[src/hw/rtl/thp_pkg.sv]
// Shared constants, widths and types for the hidden-path planner.
`timescale 1ns / 1ps

package thp_pkg;

    localparam int EVALS_PER_REP = 256;
    localparam int REPETITIONS   = 17;
    localparam int TREE_LEVELS   = 13;

    localparam int LEAF_COUNT  = EVALS_PER_REP * REPETITIONS;
    localparam int FULL_LEVEL  = 1 << TREE_LEVELS;
    localparam int TWO_N       = 2 * LEAF_COUNT;
    localparam int DEEP_LEAVES = (TWO_N > FULL_LEVEL) ? (TWO_N - FULL_LEVEL) : 0;
    localparam int STORE_DEPTH = TREE_LEVELS + 1;

    localparam int LEAF_W  = 13;
    localparam int NODE_W  = 14;
    localparam int HID_W   = 8;
    localparam int SIB_W   = 10;
    localparam int LIMIT_W = 10;
    localparam int SEEN_W  = 5;
    localparam int ADD_W   = $clog2(STORE_DEPTH + 1);

    localparam logic [SEEN_W-1:0]  SEEN_MAX    = '1;
    localparam logic [LIMIT_W-1:0] LIMIT_RESET = '1;

    typedef struct packed {
        logic look;
        logic clr;
        logic shift;
    } t_cell_ctrl;

endpackage

[src/hw/rtl/thp_cell.sv]
// One depth of the path store, with its match chain link and emission token.
`timescale 1ns / 1ps

module thp_cell (
    input  logic                       i_clk,
    input  logic                       i_rst_n,
    input  thp_pkg::t_cell_ctrl        i_ctrl,
    input  logic [thp_pkg::NODE_W-1:0] i_anc,
    input  logic                       i_active,
    input  logic                       i_seen_below,
    output logic                       o_seen,
    input  logic                       i_new_above,
    output logic                       o_new,
    input  logic                       i_tok_above,
    output logic                       o_tok,
    output logic [thp_pkg::NODE_W-1:0] o_sel
);
    import thp_pkg::*;

    logic [NODE_W-1:0] r_store;
    logic              r_tok;
    logic [NODE_W-1:0] w_eff;
    logic [NODE_W-1:0] n_store;

    assign w_eff   = i_ctrl.clr ? '0 : r_store;
    assign o_seen  = (i_active && (w_eff == i_anc)) || i_seen_below;
    assign o_new   = i_active && !o_seen;
    assign n_store = o_new ? i_anc : w_eff;
    assign o_tok   = r_tok;
    assign o_sel   = r_tok ? r_store : '0;

    always_ff @(posedge i_clk) begin
        if (!i_rst_n) begin
            r_store <= '0;
            r_tok   <= 1'b0;
        end else if (i_ctrl.look) begin
            r_store <= n_store;
            r_tok   <= o_new && !i_new_above;
        end else if (i_ctrl.shift) begin
            r_tok   <= i_tok_above;
        end
    end

endmodule

[src/hw/rtl/tree_hidden_path_planner.sv]
// Top level of the hidden-path planner: leaf mapping, counts and result register.
`timescale 1ns / 1ps
// A leaf is taken in idle; the lookup state follows, then emit registers results.
// A leaf that hides k nodes gives k results; one that hides none gives one result
// with no valid node. Results come one per cycle while the output is not stalled.
// The emission token steps one store cell per cycle while the output slot is free.
// A new leaf is taken while the final result still waits in the output register.
// Synchronous reset clears the path store, the counts and sets the limit to 1023.

module tree_hidden_path_planner (
    input  logic                               i_clk,
    input  logic                               i_rst_n,
    input  logic                               i_cfg_we,
    input  logic [thp_pkg::LIMIT_W-1:0]        i_cfg_wdata,
    input  logic                               i_valid,
    output logic                               o_stall,
    input  logic [thp_pkg::LEAF_W-1:0]         i_leaf,
    input  logic                               i_first_leaf,
    output logic                               o_valid,
    input  logic                               i_stall,
    output logic [thp_pkg::NODE_W-1:0]         o_hidden_node,
    output logic                               o_node_valid,
    output logic [thp_pkg::HID_W-1:0]          o_hidden_count,
    output logic signed [thp_pkg::SIB_W-1:0]   o_sibling_count,
    output logic                               o_over_limit,
    output logic                               o_last_result
);
    import thp_pkg::*;

    typedef enum logic [1:0] {S_IDLE, S_LOOK, S_EMIT} t_state;

    t_state              r_state;
    logic [LIMIT_W-1:0]  r_limit;
    logic [NODE_W-1:0]   r_node;
    logic                r_deep;
    logic                r_leaf_ok;
    logic                r_first;
    logic                r_null;
    logic [HID_W-1:0]    r_hid;
    logic [SIB_W-1:0]    r_sib;
    logic [SEEN_W-1:0]   r_seen;
    logic                r_ovl;
    logic                r_out_valid;
    logic [NODE_W-1:0]   r_out_node;
    logic                r_out_nvalid;
    logic [HID_W-1:0]    r_out_hid;
    logic [SIB_W-1:0]    r_out_sib;
    logic                r_out_ovl;
    logic                r_out_last;

    logic [31:0]         w_leaf32;
    logic [31:0]         w_node32;
    logic                w_deep;
    logic                w_accept;
    logic                w_slot_free;
    logic                w_last;
    t_cell_ctrl          w_ctrl;
    logic [STORE_DEPTH:0]   w_seen_chain;
    logic [STORE_DEPTH-1:0] w_new;
    logic [STORE_DEPTH-1:0] w_tok;
    logic [STORE_DEPTH-1:0] w_active;
    logic [NODE_W-1:0]      w_anc [STORE_DEPTH];
    logic [NODE_W-1:0]      w_sel [STORE_DEPTH];
    logic [NODE_W-1:0]      w_emit_node;
    logic [ADD_W-1:0]       w_added;
    logic [HID_W-1:0]       w_base_hid;
    logic [SIB_W-1:0]       w_base_sib;
    logic [SEEN_W-1:0]      w_base_seen;
    logic [HID_W-1:0]       n_hid;
    logic [SIB_W-1:0]       n_sib;
    logic [SEEN_W-1:0]      n_seen;
    logic                   n_ovl;

    assign w_leaf32 = {{(32 - LEAF_W){1'b0}}, i_leaf};
    assign w_deep   = w_leaf32 < 32'(DEEP_LEAVES);
    assign w_node32 = w_deep ? (32'(FULL_LEVEL) + w_leaf32)
                             : (32'(FULL_LEVEL) + w_leaf32 - 32'(LEAF_COUNT));

    assign o_stall     = (r_state != S_IDLE);
    assign w_accept    = i_valid && !o_stall;
    assign w_slot_free = !r_out_valid || !i_stall;

    assign w_ctrl.look  = (r_state == S_LOOK);
    assign w_ctrl.clr   = r_first;
    assign w_ctrl.shift = (r_state == S_EMIT) && w_slot_free;

    assign w_seen_chain[STORE_DEPTH] = 1'b0;

    genvar d;
    generate
        for (d = 0; d < STORE_DEPTH; d++) begin : g_cell
            if (d == TREE_LEVELS) begin : g_deepest
                assign w_anc[d]    = r_node;
                assign w_active[d] = r_leaf_ok && r_deep;
            end else begin : g_upper
                assign w_anc[d]    = r_deep ? (r_node >> (TREE_LEVELS - d))
                                            : (r_node >> (TREE_LEVELS - 1 - d));
                assign w_active[d] = r_leaf_ok;
            end

            logic w_new_above;
            logic w_tok_above;
            if (d == 0) begin : g_top
                assign w_new_above = 1'b0;
                assign w_tok_above = 1'b0;
            end else begin : g_inner
                assign w_new_above = w_new[d-1];
                assign w_tok_above = w_tok[d-1];
            end

            thp_cell u_cell (
                .i_clk        (i_clk),
                .i_rst_n      (i_rst_n),
                .i_ctrl       (w_ctrl),
                .i_anc        (w_anc[d]),
                .i_active     (w_active[d]),
                .i_seen_below (w_seen_chain[d+1]),
                .o_seen       (w_seen_chain[d]),
                .i_new_above  (w_new_above),
                .o_new        (w_new[d]),
                .i_tok_above  (w_tok_above),
                .o_tok        (w_tok[d]),
                .o_sel        (w_sel[d])
            );
        end
    endgenerate

    always_comb begin
        w_emit_node = '0;
        for (int k = 0; k < STORE_DEPTH; k++) begin
            w_emit_node = w_emit_node | w_sel[k];
        end
    end

    assign w_added     = ADD_W'($countones(w_new));
    assign w_base_hid  = r_first ? '0 : r_hid;
    assign w_base_sib  = r_first ? '0 : r_sib;
    assign w_base_seen = r_first ? '0 : r_seen;

    always_comb begin
        n_hid  = w_base_hid;
        n_sib  = w_base_sib;
        n_seen = w_base_seen;
        if (r_leaf_ok) begin
            n_hid  = w_base_hid + HID_W'(w_added);
            n_sib  = w_base_sib + SIB_W'(w_added) - SIB_W'(1)
                     - SIB_W'(w_base_seen != '0);
            n_seen = (w_base_seen == SEEN_MAX) ? w_base_seen
                                               : w_base_seen + SEEN_W'(1);
        end
        n_ovl = n_sib[SIB_W-1] || (n_sib > r_limit);
    end

    assign w_last = r_null || (r_deep ? w_tok[TREE_LEVELS] : w_tok[TREE_LEVELS-1]);

    always_ff @(posedge i_clk) begin
        if (!i_rst_n) begin
            r_state     <= S_IDLE;
            r_limit     <= LIMIT_RESET;
            r_hid       <= '0;
            r_sib       <= '0;
            r_seen      <= '0;
            r_first     <= 1'b0;
            r_leaf_ok   <= 1'b0;
            r_null      <= 1'b0;
            r_ovl       <= 1'b0;
            r_out_valid <= 1'b0;
        end else begin
            if (i_cfg_we) begin
                r_limit <= i_cfg_wdata;
            end
            if (r_out_valid && !i_stall && !((r_state == S_EMIT) && w_slot_free)) begin
                r_out_valid <= 1'b0;
            end
            unique case (r_state)
                S_IDLE: begin
                    if (w_accept) begin
                        r_node    <= w_node32[NODE_W-1:0];
                        r_deep    <= w_deep;
                        r_leaf_ok <= w_leaf32 < 32'(LEAF_COUNT);
                        r_first   <= i_first_leaf;
                        r_state   <= S_LOOK;
                    end
                end
                S_LOOK: begin
                    r_hid   <= n_hid;
                    r_sib   <= n_sib;
                    r_seen  <= n_seen;
                    r_ovl   <= n_ovl;
                    r_null  <= (w_added == '0);
                    r_first <= 1'b0;
                    r_state <= S_EMIT;
                end
                S_EMIT: begin
                    if (w_slot_free) begin
                        r_out_valid  <= 1'b1;
                        r_out_node   <= r_null ? '0 : w_emit_node;
                        r_out_nvalid <= !r_null;
                        r_out_hid    <= r_hid;
                        r_out_sib    <= r_sib;
                        r_out_ovl    <= r_ovl;
                        r_out_last   <= w_last;
                        if (w_last) begin
                            r_state <= S_IDLE;
                        end
                    end
                end
                default: begin
                    r_state <= S_IDLE;
                end
            endcase
        end
    end

    assign o_valid         = r_out_valid;
    assign o_hidden_node   = r_out_node;
    assign o_node_valid    = r_out_nvalid;
    assign o_hidden_count  = r_out_hid;
    assign o_sibling_count = $signed(r_out_sib);
    assign o_over_limit    = r_out_ovl;
    assign o_last_result   = r_out_last;

    a_accept_to_look: assert property (@(posedge i_clk) disable iff (!i_rst_n)
        w_accept |=> (r_state == S_LOOK))
        else $error("accepted leaf did not enter the lookup cycle");

    a_token_onehot: assert property (@(posedge i_clk) disable iff (!i_rst_n)
        (r_state == S_EMIT && !r_null) |-> $onehot(w_tok))
        else $error("emission token is not one-hot while nodes are emitted");

    a_null_no_token: assert property (@(posedge i_clk) disable iff (!i_rst_n)
        (r_state == S_EMIT && r_null) |-> (w_tok == '0))
        else $error("emission token present for a leaf that hid no node");

    a_node_nonzero: assert property (@(posedge i_clk) disable iff (!i_rst_n)
        (o_valid && o_node_valid) |-> (o_hidden_node != '0))
        else $error("valid hidden node carries index zero");

    a_emit_loads: assert property (@(posedge i_clk) disable iff (!i_rst_n)
        (r_state == S_EMIT && w_slot_free) |=> o_valid)
        else $error("emission step left the result register empty");

endmodule
[config.mk]
export PLATFORM = sky130hd
export DESIGN_NAME = tree_hidden_path_planner
export DESIGN_NICKNAME = d
export VERILOG_FILES = /design/src/hw/rtl/thp_pkg.sv /design/src/hw/rtl/thp_cell.sv /design/src/hw/rtl/tree_hidden_path_planner.sv
export SDC_FILE = /design/constraint.sdc
export NUM_CORES = 1
export LEC_CHECK = 0
export ABC_AREA = 1
export BUFFER_PORTS_ARGS = -buffer_cell sky130_fd_sc_hd__clkbuf_2
export CORE_ASPECT_RATIO = 2
export CORE_MARGIN = 1.5
export CORE_UTILIZATION = 47
export DETAILED_ROUTE_END_ITERATION = 7
export PLACE_DENSITY = 0.64
export SETUP_SLACK_MARGIN = 0.05
export SLEW_MARGIN = 25
export SYNTH_ARGS = -nofsm -noshare
export SYNTH_HDL_FRONTEND = slang
export SYNTH_SLANG_ARGS = --single-unit
export TNS_END_PERCENT = 10
[constraint.sdc]
create_clock -name i_clk -period 7.5 [get_ports i_clk]
set_input_delay 1.5 -clock i_clk [delete_from_list [all_inputs] [get_ports i_clk]]
set_output_delay 1.5 -clock i_clk [all_outputs]
set_load 0.05 [all_outputs]
==> run metrics, run 1 <==
status complete, but fails checks; violated checks negative setup slack; Setup CP Type reg2reg; Via density 5.69; Warnings, synthesis 0; Highest Signal Layer met5; PwrDens 228 nW/um^2; Layout area overhead 28.6%; total negative slack -751 ps; Routed met3 length 4960 um; largest family of logic cells by synthesized area simple AND/OR/NAND/NOR gates; Die W 139 um; final design utilization 0.612; fraction of the mapped netlist area in adder cells 0.0355; ratio of cells with drive above 1 in the final layout 0.220; Worst Setup Slack post-DPL -885 ps; DP HPWL 60500 um; Mapped Area 17300 sq um; global-route wire length before repair 117000 um; Buffers & Inverters on Critical Path 9; Final nets 2973; Critical Path Most Common Cell nand3_2; register clock-pin slew on the reported worst setup and hold paths 70 ps; critical path depth 47; IO Pins 66; WP data required 8050 ps; CP Capture Type register; Die ar. 38100 sq um; slowest CP cell fa_2; HP Class reg2reg; Design Power 5.08 mW; Mapped Cells 2533; initial antenna violation count 7; syn nets 2604; final hold violation count 0; hold buffer count at CTS 0; Clock Skew 34.5 ps; sequential area share after synthesis 0.375; WL/cell 23.7 um; core area 36400 sq um; CTS tree yes; residual DRC count 0; Largest delay share family, worst path adder cells; number of synthesized register bits 300; RR Startpoint r_deep; maximum VDD drop 232 uV; H-Tree Depth 1; CP arrival 8800 ps; synth unique cells 55; Slew @ Worst Pin 1040 ps; Max-slew headroom 0.304; biggest fanout along the worst timing path 5; router iterations before antenna repair 6; compound-cell area share of the yosys netlist 0.185; diode count 0; port buffer count 65; number of synthesized flops with an enable pin 50; leakage power 10.3 nW; RSZ-0062 raised after global routing yes; WL met1 24300 um; met2 wire len 40300 um; R2R Path End r_ovl; Max Freq 0.121 GHz; GR Overflow Total 0; ys async rst share 0; 1st-iter DRT viols 1450; vias in the first global route 19200; synthesized area per cell 6.85 sq um; Root Buffer clkbuf_16; Routability Congestion 1.07; DRT Wirelength 80200 um; internal reg-to-reg setup slack -750 ps; Final period util 1.10; xor and xnor area share after synthesis 0.0131; Clock Latency Late Sink 620 ps; Synth Area in Simple Gates 0.270; last element of the critical path r_ovl; Reg2Reg Depth 47; Slew Limit Fails 0; Startpoint Class register; Rows 99; Initial Utilization 0.476; critical hold path startpoint r_hid[7]; CTS Buf Count 30; Synth Flop Type dfxtp_1; Max Cap Viol 0; post-layout min period 8250 ps; clk sink count 300; final setup fails 1; hold slack 432 ps; Die Y 275 um; crit path launch r_deep; total global-route track usage 0.414; post-route antenna net violation count 0; Vias 19200; maximum clock path buffer count 3; max incr delay on CP 600 ps; mux cell area share after synthesis 0; Final WS setup -751 ps; largest net degree at the start of global routing 125
## cells by family after synthesis
kind of cell,after synthesis
simple gates,1075
compound gates,572
buf+inv,518
xor+xnor,26
fa+ha+maj,42
flops,300
## per-stage QoR
stage | std cells | area, sq um
2_1_floorplan | 2533 | 17400
3_3_place_gp | 3308 | 20700
3_5_place_dp | 3308 | 20700
4_1_cts | 3376 | 22100
5_1_grt | 3380 | 22300
6_report | 3380 | 22300
## metal layers
layer | up-vias | track usage
met5 | - | 0
met4 | 8 | 0.439
met3 | 412 | 0.0790
met2 | 763 | 0.750
met1 | 8986 | 0.370
li1 | 9062 | -
## layout by cell type (no fill, tap or decap), types with 6 or more instances in the layout
master     instances
xor2_1            14
nand2_4           15
edfxtp_1          50
ha_1              27
fa_1              10
nor2_1           180
o22ai_1           22
nand2_1          555
buf_12            15
inv_1            361
a21oi_1          207
o211ai_1          15
a221oi_1          21
nand3b_1          10
dfxtp_1          248
nor4_1             9
nor2_4            11
o2111ai_1          9
clkbuf_2          65
nor3_1            50
xnor2_1           10
a211oi_1           6
buf_6             12
nand3_2           10
clkbuf_16         31
o21ai_0          216
a31oi_1           26
nand4_1           36
nand2_2           27
buf_4            384
or2_2              6
o21ai_1           15
nand3_1          150
a41oi_1            7
inv_2             11
## synthesized netlist by cell type (20+ instances only)
cell | number | area [sq um]
a21oi_1 | 208 | 1040
ha_1 | 30 | 375
nand2_2 | 20 | 125
nand2_1 | 576 | 2160
a221oi_1 | 21 | 184
nand4_1 | 36 | 225
edfxtp_1 | 50 | 1500
a31oi_1 | 26 | 163
nor2_1 | 186 | 698
nand3_1 | 157 | 786
nor3_1 | 52 | 260
o21ai_0 | 220 | 1100
clkbuf_1 | 89 | 334
inv_1 | 365 | 1370
o22ai_1 | 22 | 138
dfxtp_1 | 250 | 5000
## report_power, final
part,switching (mW),internal [mW],leakage (nW)
Combinational,0.925,0.660,7.29
Sequential,0.0818,1.71,2.50
Clock,0.730,0.976,0.539
Total,1.74,3.34,10.3
## area by class of cell
class	instances	area (sq um)
Timing Repair Buffer	478	3690
Inverter	377	1420
Fill cell	3493	14100
Multi-Input combinational cell	1715	9020
Clock inverter	19	265
Clock buffer	37	838
Sequential cell	300	6510
Tap cell	454	568
## state kept, by name, indices dropped and copies added (netlist names), 2 cells and up
signal                 cells
g_cell.u_cell.r_store    196
g_cell.u_cell.o_tok       14
o_hidden_node             14
r_node                    14
o_sibling_count           10
r_limit                   10
r_sib                     10
o_hidden_count             8
r_hid                      8
r_seen                     5
r_state                    2
## worst reg2reg max path: cells and delay by family (launching register included)
family | cells | cell delay (ps)
adder cells (fa/ha/maj) | 10 | 3800
XOR/XNOR | 1 | 190
flip-flops | 1 | 450
buffers and inverters | 9 | 790
AND/OR/NAND/NOR | 23 | 2520
AO/OA/AOI/OAI | 4 | 480
## worst min-delay path by stage
stage / end / cells past startpoint
floorplan: o_hidden_count[0] / 0
global placement: o_hidden_count[7] / 0
detailed placement: o_hidden_count[0] / 0
CTS: o_sibling_count[5] / 0
global route: o_hidden_count[0] / 0
finish: o_hidden_count[7] / 0
## what timing repair did
action / CTS / global route
pin swaps: 20 / 17
setup buffers: 12 / 3
hold endpoints to repair: 0 / 0
setup endpoints to repair: 2 / 7
gates resized for setup: 48 / 25
Note: power is estimated with default switching activity, not from simulation.
==> run 2, diff against run 1 <==
--- a/config.mk
+++ b/config.mk
@@ -11,8 +11,10 @@
 export CORE_MARGIN = 1.5
 export CORE_UTILIZATION = 47
 export DETAILED_ROUTE_END_ITERATION = 7
+export GPL_TIMING_DRIVEN = 1
 export PLACE_DENSITY = 0.64
 export SETUP_SLACK_MARGIN = 0.05
+export SKIP_LAST_GASP = 1
 export SLEW_MARGIN = 25
 export SYNTH_ARGS = -nofsm -noshare
 export SYNTH_HDL_FRONTEND = slang
==> run metrics, run 2 (synthesis gave the netlist of run 1 again) <==
status complete, but fails checks (unchanged); violated checks negative setup slack (unchanged); Worst Setup Slack post-DPL -885 ps (unchanged); initial antenna violation count 7 (unchanged); ratio of cells with drive above 1 in the final layout 0.218 (was 0.220); core area 36400 sq um (unchanged); final design utilization 0.611 (was 0.612); area post-placement 20700 sq um (unchanged); DP HPWL 60500 um (unchanged); Clk network pwr share 0.338 (was 0.336); H-Tree Depth 1 (unchanged); Via density 5.69 (about the same); critical hold path startpoint r_hid[7] (unchanged); Min-Delay Endpoint o_hidden_count[7] (unchanged); Finished Layout Cells 3381 (was 3380); sequential share of power 0.354 (was 0.352); Startpoint Class register (unchanged); Die Y 275 um (unchanged); post-route antenna net violation count 0 (unchanged); Root Buffer clkbuf_16 (unchanged); WL/cell 23.7 um (about the same); Switching Fraction 0.341 (was 0.342); Slew @ Worst Pin 1030 ps (was 1040 ps); total global-route track usage 0.414 (unchanged); Register Area 6510 sq um (unchanged); largest net degree at the start of global routing 125 (unchanged); RR Startpoint r_deep (unchanged); maximum clock path buffer count 3 (unchanged); Setup CP Type reg2reg (unchanged); biggest fanout along the worst timing path 6 (was 5); Final WS setup -726 ps (was -751 ps); Design Power 5.06 mW (was 5.08 mW); CP Capture Type register (unchanged); final setup fails 1 (unchanged); final hold violation count 0 (unchanged); CTS tree yes (unchanged); Slew Limit Fails 0 (unchanged); Fillers 3490 (was 3493); 1st-iter DRT viols 1335 (was 1450); area of the multi-input gates 8980 sq um (was 9020 sq um); RSZ-0062 raised after global routing yes (unchanged); slowest CP cell fa_2 (unchanged); Largest Register g_cell.u_cell.r_store (unchanged); Critical Path Most Common Cell nand3_2 (unchanged); Final period util 1.10 (about the same); router iterations before antenna repair 5 (was 6); Routability Congestion 1.07 (unchanged); port buffer count 65 (unchanged); GR Overflow Total 0 (unchanged); internal reg-to-reg setup slack -730 ps (was -750 ps); Die W 139 um (unchanged); Die ar. 38100 sq um (unchanged); combinational share of power 0.308 (was 0.312); Psw 1.73 mW (was 1.74 mW); maximum VDD drop 248 uV (was 232 uV); P_int 3.33 mW (was 3.34 mW); Placed Cells incl. Taps 3308 (unchanged); HP Class reg2reg (unchanged); Clock Skew 30.2 ps (was 34.5 ps); Vias 19300 (was 19200); Final Instance Area 22300 sq um (about the same); max incr delay on CP 600 ps (about the same); register clock-pin slew on the reported worst setup and hold paths 70 ps (about the same); Clock Latency Late Sink 620 ps (about the same); Max Freq 0.122 GHz (was 0.121 GHz); commonest non-fill, non-tap cell in the layout nand2_1 (unchanged); CTS Buf Count 30 (unchanged); WHS Path Cells 0 (unchanged); Layout area overhead 28.4% (was 28.6%); Max-slew headroom 0.313 (was 0.304); total negative slack -726 ps (was -751 ps); post-layout min period 8230 ps (was 8250 ps); Initial Utilization 0.476 (unchanged); most frequent cells in the layout 556 x nand2_1, 384 x buf_4, 363 x inv_1, 248 x dfxtp_1, 218 x o21ai_0 (was 555 x nand2_1, 384 x buf_4, 361 x inv_1, 248 x dfxtp_1, 216 x o21ai_0); global-route wire length before repair 117000 um (unchanged); Max Cap Viol 0 (unchanged); CP arrival 8770 ps (was 8800 ps); clk sink count 300 (unchanged); PwrDens 227 nW/um^2 (was 228 nW/um^2); R2R Path End r_ovl (unchanged); residual DRC count 0 (unchanged); DRT Wirelength 80200 um (about the same); leakage power 10.3 nW (about the same); vias in the first global route 19200 (unchanged); Rows 99 (unchanged); max reg flops 196 (unchanged); Final nets 2973 (unchanged); Reg2Reg Depth 46 (was 47); hold slack 433 ps (was 432 ps); IO Pins 66 (unchanged); WP data required 8050 ps (about the same)
[run 2: cell type report]
type | instances | share of cell area
diodes | 1 | 0.000112
well taps | 454 | 0.0255
clock buffers | 37 | 0.0377
flip-flops and latches | 300 | 0.292
clock inverters | 19 | 0.0119
inverters | 377 | 0.0638
repair buffers | 478 | 0.166
multi-input cells | 1715 | 0.403
[run 2: worst max-delay path by stage]
stage / start / endpoint / slack, ps / depth (start not counted)
finish: r_deep / r_ovl / -730 / 46
global route: r_deep / r_ovl / -1180 / 53
CTS: r_deep / r_ovl / -630 / 49
detailed placement: r_deep / r_ovl / -880 / 48
global placement: r_deep / r_ovl / -830 / 49
floorplan: r_deep / r_ovl / -210 / 49
[run 2: routing by layer]
layer	routed length [um]	vias up	global-route usage	part of all wire
li1	-	9055	-	-
met1	24700	9017	0.370	0.31
met2	40400	753	0.750	0.50
met3	4600	417	0.0790	0.057
met4	10500	8	0.439	0.13
met5	53	-	0	0.00066
[run 2: power by group through the flow]
stage | Clock [mW] | Sequential (mW) | Combinational (mW)
finish | 1.71 | 1.79 | 1.56
global route | 1.78 | 1.79 | 1.70
CTS | 1.72 | 1.79 | 1.50
detailed placement | 0 | 1.82 | 1.45
global placement | 0 | 1.82 | 1.42
floorplan | 0 | 1.79 | 0.820
[run 2: repair_timing]
| item | 4_1_cts | 5_1_grt |
|---|---|---|
| gates resized for setup | 48 | 14 |
| pin swaps | 20 | 16 |
| hold endpoints to repair | 0 | 0 |
| setup endpoints to repair | 2 | 7 |
| hold buffers | 0 | 0 |
| buffers inserted | 12 | 3 |
[run 2: worst max-delay path: cells and delay by family, from the launching register on]
family | cells | cell delay, ps
xor gates and xnor gates | 1 | 190
and+or+nand+nor | 23 | 2550
adders and majority gates | 10 | 3780
AOI/OAI and AO/OA | 4 | 480
buffers and inverters | 8 | 720
DFF | 1 | 460
